File: config.mk
export PLATFORM = sky130hd
export DESIGN_NAME = sspu_queue
export DESIGN_NICKNAME = d
export VERILOG_FILES = /design/src/rtl/sspu_pkg.sv /design/src/rtl/sspu_queue.sv
export SDC_FILE = /design/constraint.sdc
export NUM_CORES = 1
export LEC_CHECK = 0
export BUFFER_PORTS_ARGS = -buffer_cell sky130_fd_sc_hd__buf_2
export CAP_MARGIN = 20
export CELL_PAD_IN_SITES_DETAIL_PLACEMENT = 1
export CELL_PAD_IN_SITES_GLOBAL_PLACEMENT = 1
export CORE_ASPECT_RATIO = 0.5
export CORE_UTILIZATION = 52
export CTS_BUF_LIST = sky130_fd_sc_hd__clkbuf_4
export DETAILED_ROUTE_END_ITERATION = 6
export MAX_ROUTING_LAYER = met4
export PLACE_DENSITY = 0.89
export SLEW_MARGIN = 5
export SYNTH_ARGS = -nofsm -noshare
export SYNTH_HDL_FRONTEND = slang
export SYNTH_SLANG_ARGS = --single-unit
File: constraint.sdc
create_clock -name clk -period 4.1 [get_ports clk]
set_input_delay 0.615 -clock clk [delete_from_list [all_inputs] [get_ports clk]]
set_output_delay 0.615 -clock clk [all_outputs]
set_load 0.02 [all_outputs]
File: src/rtl/sspu_pkg.sv
// shared types and constants of the sprite screen projection unit
`default_nettype none
package sspu_pkg;

	// configuration register indexes
	typedef enum logic [2:0] {
		CFG_PLAYER_X      = 3'd0,
		CFG_PLAYER_Y      = 3'd1,
		CFG_DIR_X         = 3'd2,
		CFG_DIR_Y         = 3'd3,
		CFG_PLANE_X       = 3'd4,
		CFG_PLANE_Y       = 3'd5,
		CFG_SCREEN_WIDTH  = 3'd6,
		CFG_SCREEN_HEIGHT = 3'd7
	} cfg_idx_t;

	localparam int unsigned CFG_IDX_W = 3;
	localparam int unsigned WORD_W    = 32;
	localparam int unsigned SCR_W     = 13;

	// camera setup as held in the configuration registers
	typedef struct packed {
		logic signed [WORD_W-1:0] player_x;
		logic signed [WORD_W-1:0] player_y;
		logic signed [WORD_W-1:0] dir_x;
		logic signed [WORD_W-1:0] dir_y;
		logic signed [WORD_W-1:0] plane_x;
		logic signed [WORD_W-1:0] plane_y;
		logic        [SCR_W-1:0]  screen_width;
		logic        [SCR_W-1:0]  screen_height;
	} cam_t;

	// transformed sprite handed from front to back
	typedef struct packed {
		logic signed [WORD_W-1:0] det;
		logic signed [WORD_W-1:0] nx;
		logic signed [WORD_W-1:0] ny;
	} proj_t;

endpackage
`default_nettype wire

File: src/rtl/sspu_queue.sv
// short item queue between the front and back halves
`default_nettype none
module sspu_queue (
	input  wire logic            clk,
	input  wire logic            arst_n,
	input  wire logic            in_valid,
	output logic                 in_ready,
	input  wire sspu_pkg::proj_t in_data,
	output logic                 out_valid,
	input  wire logic            out_ready,
	output sspu_pkg::proj_t      out_data
);

	localparam int unsigned DEPTH = 4;
	localparam int unsigned PW    = $clog2(DEPTH);
	localparam int unsigned CW    = $clog2(DEPTH + 1);

	sspu_pkg::proj_t mem_q [DEPTH];
	logic [PW-1:0]   wr_q, rd_q;
	logic [CW-1:0]   cnt_q;
	logic            push, pop;

	assign in_ready  = cnt_q != CW'(DEPTH);
	assign out_valid = cnt_q != '0;
	assign push      = in_valid && in_ready;
	assign pop       = out_valid && out_ready;
	assign out_data  = mem_q[rd_q];

	// pointers and fill count
	always_ff @(posedge clk or negedge arst_n) begin
		if (!arst_n) begin
			wr_q  <= '0;
			rd_q  <= '0;
			cnt_q <= '0;
		end else begin
			if (push) begin
				wr_q <= wr_q + PW'(1);
			end
			if (pop) begin
				rd_q <= rd_q + PW'(1);
			end
			if (push && !pop) begin
				cnt_q <= cnt_q + CW'(1);
			end else if (pop && !push) begin
				cnt_q <= cnt_q - CW'(1);
			end
		end
	end

	// entry storage
	always_ff @(posedge clk) begin
		if (push) begin
			mem_q[wr_q] <= in_data;
		end
	end

endmodule
`default_nettype wire

=== Word level (Yosys, flattened, before mapping) ===
Memory sizes are Yosys's and may differ from the RTL's.
Cells that the tools add are included.

* Register bits after elaboration: 7
* Bits in writable memories: 384
* Output and inout bits: 98
* Memories kept: 1

{| class="wikitable"
|+ Memories
! name !! depth !! width !! rd ports !! clocked after memory_dff !! wr ports !! line !! source
|-
| mem_q || 4 || 96 || 1 || 0 || 1 || sspu_queue.sv:18 || <nowiki>sspu_pkg::proj_t mem_q [DEPTH];</nowiki>
|}

* $add $sub $neg: 4
* Eq/ne operators: 1
* Mux-type cells: 4
* Reductions and logical operators: 8

{| class="wikitable"
|+ Operator list
! operator !! count
|-
| $mux W3 || 2
|-
| $add A2 B1 Y2 const B || 2
|-
| $logic_and A1 B1 Y1 || 4
|-
| $add A3 B1 Y3 const B || 1
|-
| $ne A3 B3 Y1 const B || 1
|-
| $reduce_bool A3 Y1 || 1
|-
| $sub A3 B1 Y3 const B || 1
|-
| $logic_not A1 Y1 || 2
|-
| $mux W1 || 2
|-
| $reduce_bool A2 Y1 || 1
|}

=== Logic depth before layout (Yosys ltp) ===
Gate-level depths: netlist of run 1.

* Depth after elaboration: 6
* Depth in mapped cells: 8

=== Worst setup path after synthesis of run 1 ===
OpenSTA, ideal clock, no wires.

* Path kind: input port to flip-flop
* Start point: input port in_valid
* End point: memory mem_q[0][0] (netlist bit) (enable)
* Library setup time: 466 ps
* Arrival time: 3,144 ps
* Required time: 3,634 ps
* Slack: 490 ps
* Stages: 2
* Cell sequence: a21boi_2 and2_1

* Word-level cells in the longest chain between the ends: 3

{| class="wikitable"
|+ RTL lines
! what !! line !! source
|-
| from (decl) || sspu_queue.sv:6 || <nowiki>input wire logic in_valid,</nowiki>
|-
| $logic_and A1 B1 Y1 || sspu_queue.sv:25 || <nowiki>assign push = in_valid && in_ready;</nowiki>
|-
| $mux W1 || sspu_queue.sv:52 || <nowiki>if (push) begin</nowiki>
|-
| $mux W1 (implied by the code) || sspu_queue.sv:53 || <nowiki>mem_q[wr_q] <= in_data;</nowiki>
|-
| to (decl) || sspu_queue.sv:18 ||
|}

No other way between the ends.

==> flow_summary.json, run 1 <==
{
  "clockBufferDepth": 3,
  "drv_slew": 0,
  "worstHoldPathType": "in2reg",
  "viasPerCell": 5.94,
  "synth_simple_gate_area_share": 0.00360,
  "floorplan.die.height_microns": 119,
  "cts_repair_resize_count": 0,
  "vdd.ir_drop.worst_mv": 0.314,
  "power.static_leakage_nw": 5.98,
  "total_length_of_routed_wires_microns": 39300,
  "synthDistinctLibCells": 21,
  "fin_crit_ns": 3.48,
  "grt_antenna_before_repair": 4,
  "cts_tree": "built",
  "yosysWarnings": 0,
  "min_path_cells": 1,
  "maxCapViolCount": 0,
  "power_per_cell_area_mw_per_mm2": 762,
  "clk_latency_ns": 0.80,
  "timing_worst_setup_path_type": "reg2out",
  "cp_max_stage_delay_ns": 0.91,
  "xor_and_xnor_area_share_after_synthesis": 0.00369,
  "met1Wirelength_microns": 15000,
  "finalSetupTns_ns": 0,
  "core.rowCount": 42,
  "timing.critical_path.max_delay_family": "flip-flops",
  "critical_path_buf_inv_count": 2,
  "final_hold_viol_count": 0,
  "crit_path_cell_trace": "buf_12 > mux4_2 > buf_2",
  "design.portCount": 198,
  "dominant_combinational_cell_family_by_area_after_synthesis": "multiplexers",
  "design.die.area_sq_mm": 0.0281,
  "wl_met3_microns": 2910,
  "ys_ff_latch": 391,
  "setup_viol_count_final": 0,
  "area.growth.synth_to_final_pct": 20.7,
  "highest-signal-layer": "met4",
  "maxSlewHeadroom": 0.510,
  "drt-initial-drc-count": 844,
  "critical_path_cell_count": 3,
  "met2WireLength_microns": 20000,
  "cts_inserted_buffers": 86,
  "worst_pin_slew_ns": 0.736,
  "cp-end-kind": "output port",
  "clock_skew_ns": 0.0497,
  "cts_setup_buffers": 0,
  "synth-adder-area-share": 0.00580,
  "post-dp-hpwl_microns": 18700,
  "dpl.cell_count": 1075,
  "placer_s_final_routability_congestion_estimate": 0.791,
  "ys_seq_area_frac": 0.822,
  "drt.antenna.violating_nets": 0,
  "depth_of_the_cts_h_tree": 3,
  "worst-path-max-fanout": 34,
  "floorplan.initialDensity": 0.534,
  "synthesis.area_per_instance_sq_um": 26.5,
  "fin_crit_share": 0.848,
  "instances_no_fill": 1268,
  "fmaxAchievable_mhz": 288,
  "crit_required_ns": 3.48,
  "outcome": "completed",
  "reg2reg_depth": 4,
  "unrepaired_setup_endpoints_after_global_routing": "no",
  "post_synth_inst_count": 537,
  "detailroute.via_count": 7537,
  "clkSlewWorstSetupHoldPaths_ns": 0.09,
  "grt_pass1_vias": 8158,
  "drive_gt1_frac": 0.482,
  "clock-sinks": 391,
  "gr-usage-all-layers": 0.286,
  "net_count_reported_at_finish": 959,
  "pin_count_of_the_biggest_net_entering_global_routing": 76,
  "detail_route.drc_violations": 0,
  "root_buffer": "sky130_fd_sc_hd__clkbuf_4",
  "synth-compound-area-share": 0.000791,
  "post_cts_hold_buffers": 42,
  "netlist_area_sq_mm": 0.0142,
  "worstPathArrival_ns": 2.86,
  "timing.critical_path.from_type": "flop",
  "first_pass_grt_wire_length_microns": 55100,
  "drt-pass1-iter-count": 5,
  "postSynthNetCount": 643,
  "port-buffer-count": 197,
  "grt_remaining_overflow": 0,
  "mux_contribution_to_synthesized_area": 0.153,
  "route.detailed.wl_per_inst_microns": 31.0,
  "die_width_microns": 236,
  "worst_path_max_delay_cell": "sky130_fd_sc_hd__dfrtp_4",
  "floorplan.core_area_sq_mm": 0.0267
}
## layout make-up
cell class                 instances  area (sq um)
timing repair buffer             250          1590
fill                            2256          9500
inverter                           3          11.3
tap                              352           440
antenna                            4          10.0
sequential                       391         11700
clock inverter                    25           126
clock buffer                     122           916
multi-input combinational        121          2390
## cells in the mapped netlist
| cell | instances | area share |
|---|---|---|
| sky130_fd_sc_hd__inv_1 | 3 | 0.00079 |
| sky130_fd_sc_hd__clkbuf_1 | 5 | 0.0013 |
| sky130_fd_sc_hd__buf_4 | 1 | 0.00053 |
| sky130_fd_sc_hd__ha_1 | 5 | 0.0044 |
| sky130_fd_sc_hd__buf_6 | 2 | 0.0016 |
| sky130_fd_sc_hd__xnor2_1 | 4 | 0.0025 |
| sky130_fd_sc_hd__fa_1 | 1 | 0.0014 |
| sky130_fd_sc_hd__a21boi_2 | 1 | 0.00079 |
| sky130_fd_sc_hd__nand2_1 | 2 | 0.00053 |
| sky130_fd_sc_hd__dfrtp_1 | 7 | 0.012 |
| sky130_fd_sc_hd__buf_8 | 1 | 0.0011 |
| sky130_fd_sc_hd__edfxtp_1 | 384 | 0.81 |
| sky130_fd_sc_hd__nor2_1 | 2 | 0.00053 |
| sky130_fd_sc_hd__mux2_2 | 2 | 0.0016 |
| sky130_fd_sc_hd__and2_1 | 4 | 0.0018 |
| sky130_fd_sc_hd__mux4_2 | 96 | 0.15 |
| sky130_fd_sc_hd__buf_12 | 1 | 0.0014 |
| sky130_fd_sc_hd__buf_2 | 12 | 0.0042 |
| sky130_fd_sc_hd__xor2_1 | 2 | 0.0012 |
| sky130_fd_sc_hd__or3_1 | 1 | 0.00044 |
| sky130_fd_sc_hd__nand3_1 | 1 | 0.00035 |
## registers in the layout (all words and copies together) (netlist names)
register,cells
mem_q,384
wr_q,2
cnt_q,3
rd_q,2
## placed cells by master (no fill, tap or decap)
cell type	count
sky130_fd_sc_hd__a21boi_2	1
sky130_fd_sc_hd__clkinvlp_4	1
sky130_fd_sc_hd__dfrtp_1	5
sky130_fd_sc_hd__nand2_1	2
sky130_fd_sc_hd__bufinv_16	1
sky130_fd_sc_hd__buf_2	197
sky130_fd_sc_hd__buf_12	8
sky130_fd_sc_hd__inv_1	3
sky130_fd_sc_hd__xnor2_1	4
sky130_fd_sc_hd__mux4_2	96
sky130_fd_sc_hd__diode_2	4
sky130_fd_sc_hd__buf_4	3
sky130_fd_sc_hd__clkinv_1	20
sky130_fd_sc_hd__dlygate4sd3_1	42
sky130_fd_sc_hd__fa_1	1
sky130_fd_sc_hd__nor2_1	2
sky130_fd_sc_hd__clkinv_2	2
sky130_fd_sc_hd__nand3_1	1
sky130_fd_sc_hd__dfrtp_4	2
sky130_fd_sc_hd__inv_2	1
sky130_fd_sc_hd__clkbuf_4	122
sky130_fd_sc_hd__edfxtp_1	384
sky130_fd_sc_hd__or3_1	1
sky130_fd_sc_hd__and2_4	4
sky130_fd_sc_hd__xor2_1	2
sky130_fd_sc_hd__ha_1	5
sky130_fd_sc_hd__mux2_2	2
## power by group
group | switching, W | total, W | internal [W] | leakage [nW]
Sequential | 0.000405 | 0.00570 | 0.00529 | 3.60
Combinational | 0.00257 | 0.00426 | 0.00169 | 1.76
Clock | 0.00172 | 0.00315 | 0.00143 | 0.619
Total | 0.00469 | 0.0131 | 0.00841 | 5.98
## path summary, 6_finish.rpt
path                                       from                endpoint  slack, ns
setup / recovery            rd_q[0]$_DFFE_PN0P_            out_data[16]       0.62
setup reg to reg           cnt_q[0]$_DFFE_PN0P_  mem_q[1][46]$_DFFE_PP_       1.68
max in group asynchronous                arst_n     wr_q[0]$_DFFE_PN0P_       3.68
min in group asynchronous                arst_n     rd_q[0]$_DFFE_PN0P_       0.22
hold reg to reg            cnt_q[2]$_DFFE_PN0P_    cnt_q[2]$_DFFE_PN0P_       0.59
hold / removal                      in_data[61]  mem_q[3][61]$_DFFE_PP_       0.05
## metrics by stage
step | utilization | total power, W | hold slack [ns] | setup WS [ns] | instance area, sq um
2_1_floorplan | - | 0.00843 | 0.319 | 0.490 | 14200
3_3_place_gp | 0.589 | 0.00965 | 0.458 | 1.49 | 15700
5_1_grt | 0.644 | 0.0136 | -0.0155 | 0.458 | 17200
6_report | 0.644 | 0.0131 | 0.0504 | 0.625 | 17200
4_1_cts | 0.644 | 0.0129 | 0.0000141 | 0.583 | 17200
3_5_place_dp | 0.589 | 0.00985 | 0.464 | 1.46 | 15700
## cell families (layout without fill, tap and decap cells)
group | Yosys count | after routing
AO/OA/AOI/OAI | 1 | 1
XOR/XNOR | 6 | 6
adder cells (fa/ha/maj) | 6 | 6
buffers and inverters | 25 | 400
flip-flops | 391 | 391
multiplexers | 98 | 98
other | 0 | 4
AND/OR/NAND/NOR | 10 | 10
## metal layers
metal | vias to the layer above | global-route usage
met5 | - | -
met4 | 0 | 0.112
met3 | 95 | 0.0716
met2 | 466 | 0.466
met1 | 3983 | 0.350
li1 | 2993 | -
No activity file was read; power rests on OpenSTA's default activity.
==> inputs of run 2 (changes only) <==
--- a/config.mk
+++ b/config.mk
@@ -5,16 +5,17 @@
 export SDC_FILE = /design/constraint.sdc
 export NUM_CORES = 1
 export LEC_CHECK = 0
+export ABC_AREA = 1
 export BUFFER_PORTS_ARGS = -buffer_cell sky130_fd_sc_hd__buf_2
 export CAP_MARGIN = 20
 export CELL_PAD_IN_SITES_DETAIL_PLACEMENT = 1
 export CELL_PAD_IN_SITES_GLOBAL_PLACEMENT = 1
 export CORE_ASPECT_RATIO = 0.5
-export CORE_UTILIZATION = 52
+export CORE_UTILIZATION = 44
 export CTS_BUF_LIST = sky130_fd_sc_hd__clkbuf_4
 export DETAILED_ROUTE_END_ITERATION = 6
 export MAX_ROUTING_LAYER = met4
-export PLACE_DENSITY = 0.89
+export PLACE_DENSITY = 0.86
 export SLEW_MARGIN = 5
 export SYNTH_ARGS = -nofsm -noshare
 export SYNTH_HDL_FRONTEND = slang
==> constraint.sdc (replaced) <==
create_clock -name clk -period 2.9 [get_ports clk]
set_input_delay 0.435 -clock clk [delete_from_list [all_inputs] [get_ports clk]]
set_output_delay 0.435 -clock clk [all_outputs]
set_load 0.02 [all_outputs]
==> run 2 against run 1 <==
  * Sequential share of layout area shrank 7.9 points
  * Non-clock buffer count grew 76
  * Register-to-register slack lost 1.0 ns
  * Via count grew 51%
  * Sequential cell count is the same
  * Area after synthesis grew 9.8%
  * Hold slack gained 0.35 ns
  * Critical endpoint is now out_data[82]
==> flow_summary.json, run 2 <==
{
  "outcome": "completed",
  "layout.core_utilization": 0.560,
  "detail_route.drc_violations": 0,
  "ys_seq_area_frac": 0.748,
  "timing.critical_path.from_type": "flop",
  "clock_skew_ns": 0.0700,
  "netlist_top_cells_area": "sky130_fd_sc_hd__edfxtp_1 (74%), sky130_fd_sc_hd__o211ai_1 (9.2%), sky130_fd_sc_hd__nand2_1 (7.3%)",
  "timing.critical_path.max_delay_family": "buffers and inverters",
  "synthDistinctLibCells": 19,
  "largest-register": "mem_q",
  "vdd.ir_drop.worst_mv": 0.533,
  "placer_s_final_routability_congestion_estimate": 0.807,
  "synth-adder-area-share": 0.00528,
  "synth.top_cells.by_count": "sky130_fd_sc_hd__edfxtp_1 (384), sky130_fd_sc_hd__nand2_1 (305), sky130_fd_sc_hd__inv_1 (206)",
  "postLayoutCellArea_sq_mm": 0.0195,
  "yosysMostFrequentCell": "sky130_fd_sc_hd__edfxtp_1",
  "min_path_cells": 2,
  "layout_commonest_cell": "sky130_fd_sc_hd__edfxtp_1",
  "grt_remaining_overflow": 0,
  "clk_latency_ns": 0.81,
  "net_count_reported_at_finish": 1642,
  "viasPerCell": 5.46,
  "layout.cells.most_common_list": "sky130_fd_sc_hd__edfxtp_1 (384), sky130_fd_sc_hd__nand2_1 (305), sky130_fd_sc_hd__inv_1 (206)",
  "combined_area_of_the_multi_input_logic_cells_sq_mm": 0.00277,
  "route.detailed.wl_per_inst_microns": 25.0,
  "pin_count_of_the_biggest_net_entering_global_routing": 98,
  "regToRegEndpoint": "cnt_q[1]$_DFFE_PN0P_",
  "critical_path.reg2reg.startpoint": "cnt_q[1]$_DFFE_PN0P_",
  "final_hold_viol_count": 0,
  "unrepaired_setup_endpoints_after_global_routing": "yes",
  "synthArstFlopShare": 0.0179,
  "xor_and_xnor_area_share_after_synthesis": 0.000560,
  "die_width_microns": 269,
  "worst_path_max_delay_cell": "sky130_fd_sc_hd__o211ai_1",
  "clockBufferDepth": 3,
  "critical_path_buf_inv_count": 3,
  "drt-pass1-iter-count": 5,
  "power.static_leakage_nw": 7.95,
  "synth_enable_flop_cells": 384,
  "cp_max_stage_delay_ns": 0.46,
  "first_pass_grt_wire_length_microns": 75500,
  "hp-start": "in_data[65]",
  "floorplan.core_area_sq_mm": 0.0347,
  "synthesis.area_per_instance_sq_um": 13.3,
  "design.die.area_sq_mm": 0.0364,
  "fmaxAchievable_mhz": 347,
  "drt-initial-drc-count": 1041,
  "depth_of_the_cts_h_tree": 3,
  "detailroute.via_count": 11400,
  "drv_slew": 0,
  "post_synth_inst_count": 1179,
  "total_length_of_routed_wires_microns": 51900,
  "largest_register_ffs": 384,
  "ys_ff_latch": 391,
  "synth-compound-area-share": 0.0925,
  "fin_crit_ns": 2.89,
  "setup_viol_count_final": 0,
  "port-buffer-count": 197,
  "fin_crit_share": 0.995,
  "final.fill_count": 3596,
  "worst_pin_slew_ns": 0.741,
  "floorplan.die.height_microns": 135,
  "grt_pass1_vias": 12500,
  "post-dp-hpwl_microns": 24200,
  "clock-sinks": 391,
  "synthFlopType": "sky130_fd_sc_hd__edfxtp_1",
  "synth_simple_gate_area_share": 0.0768,
  "power_per_cell_area_mw_per_mm2": 1080,
  "gr-usage-all-layers": 0.291,
  "worstPathArrival_ns": 2.45,
  "core.rowCount": 48,
  "crit_path_cell_trace": "bufinv_16 > buf_6 > o211ai_1 > nand2_1 > buf_2",
  "reg2reg_depth": 9,
  "seqCellArea_sq_mm": 0.0117,
  "drt.antenna.violating_nets": 0,
  "layout_top_registers": "mem_q (384), cnt_q (3)",
  "grt_antenna_before_repair": 3,
  "worst-path-max-fanout": 25,
  "hold_path_end": "mem_q[3][65]$_DFFE_PP_",
  "cts_inserted_buffers": 90,
  "maxCapViolCount": 0,
  "yosys.area.top_type": "sky130_fd_sc_hd__edfxtp_1",
  "crit_required_ns": 2.47,
  "cp-end-kind": "output port",
  "cts_tree": "built",
  "timing_worst_setup_path_type": "reg2out",
  "drive_gt1_frac": 0.235,
  "mux_contribution_to_synthesized_area": 0,
  "synth_top_area_share": 0.737,
  "netlist_area_sq_mm": 0.0156,
  "worstHoldPathType": "in2reg",
  "regToRegSetupSlack_ns": 0.65,
  "placed_area_sq_mm": 0.0172,
  "floorplan.initialDensity": 0.451,
  "root_buffer": "sky130_fd_sc_hd__clkbuf_4",
  "design.portCount": 198,
  "postSynthNetCount": 1285,
  "yosysWarnings": 0,
  "maxSlewHeadroom": 0.505,
  "dominant_combinational_cell_family_by_area_after_synthesis": "compound AO/OA/AOI/OAI gates",
  "area.growth.synth_to_final_pct": 24.4,
  "clkSlewWorstSetupHoldPaths_ns": 0.09
}
[run 2: worst max path at each step]
stage | to | slack [ns] | start | cells past startpoint
after floorplan | mem_q[0][0]$_DFFE_PP_ | -1.01 | cnt_q[0]$_DFFE_PN0P_ | 4
after global placement | mem_q[3][38]$_DFFE_PP_ | 0.80 | cnt_q[0]$_DFFE_PN0P_ | 5
after detailed placement | cnt_q[1]$_DFFE_PN0P_ | 0.71 | cnt_q[0]$_DFFE_PN0P_ | 9
after CTS | out_data[59] | 0.03 | rd_q[0]$_DFFE_PN0P_ | 6
after global routing | out_data[82] | -0.03 | rd_q[0]$_DFFE_PN0P_ | 6
final | out_data[82] | 0.01 | rd_q[0]$_DFFE_PN0P_ | 5
[run 2: area by class of cell]
| cell class | instances | area share |
|---|---|---|
| timing repair inverter | 2 | 0.000901 |
| tap | 475 | 0.0306 |
| antenna | 4 | 0.000515 |
| clock buffer | 140 | 0.0540 |
| sequential | 391 | 0.602 |
| timing repair buffer | 326 | 0.125 |
| inverter | 208 | 0.0419 |
| clock inverter | 16 | 0.00309 |
| multi-input combinational | 517 | 0.142 |
[run 2: cells by family after synthesis]
family	after synthesis
adders and majority gates	6
DFF	391
and+or+nand+nor	317
xor gates and xnor gates	1
buffers and inverters	271
AOI/OAI and AO/OA	193
[run 2: what timing repair did]
action / in CTS / in global routing
setup endpoints to repair: 67 / 40
hold buffers: 101 / 0
pin swaps: 0 / 1
gates cloned: 2 / 1
gates resized for setup: 4 / 3
setup buffers: 0 / 1
hold endpoints to repair: 394 / 0
[run 2: metrics by stage]
| stage | hold WS, ns | instances | setup TNS, ns | total power [W] | setup WS, ns |
|---|---|---|---|---|---|
| 3_3_place_gp | 0.280 | 1814 | 0 | 0.0149 | 0.796 |
| 5_1_grt | 0.390 | 2079 | -0.0264 | 0.0217 | -0.0264 |
| 6_report | 0.402 | 2079 | 0 | 0.0209 | 0.0141 |
| 3_5_place_dp | 0.296 | 1814 | 0 | 0.0155 | 0.705 |
| 4_1_cts | 0.363 | 2073 | 0 | 0.0201 | 0.0346 |
| 2_1_floorplan | 0.139 | 1179 | -387.95 | 0.0128 | -1.01 |
[run 2: where the power goes]
part	total (W)	switching, W	internal, W	leakage [nW]
clock	0.00465	0.00247	0.00218	0.672
combinational	0.00845	0.00605	0.00240	3.68
sequential	0.00784	0.000406	0.00744	3.60
[run 2: layer usage]
layer / track usage / vias up / share of wire
met3: 0.0545 / 221 / 0.062
met1: 0.318 / 5662 / 0.37
li1: - / 4894 / -
met4: 0.184 / 0 / 0.060
met5: - / - / 0
met2: 0.496 / 578 / 0.51
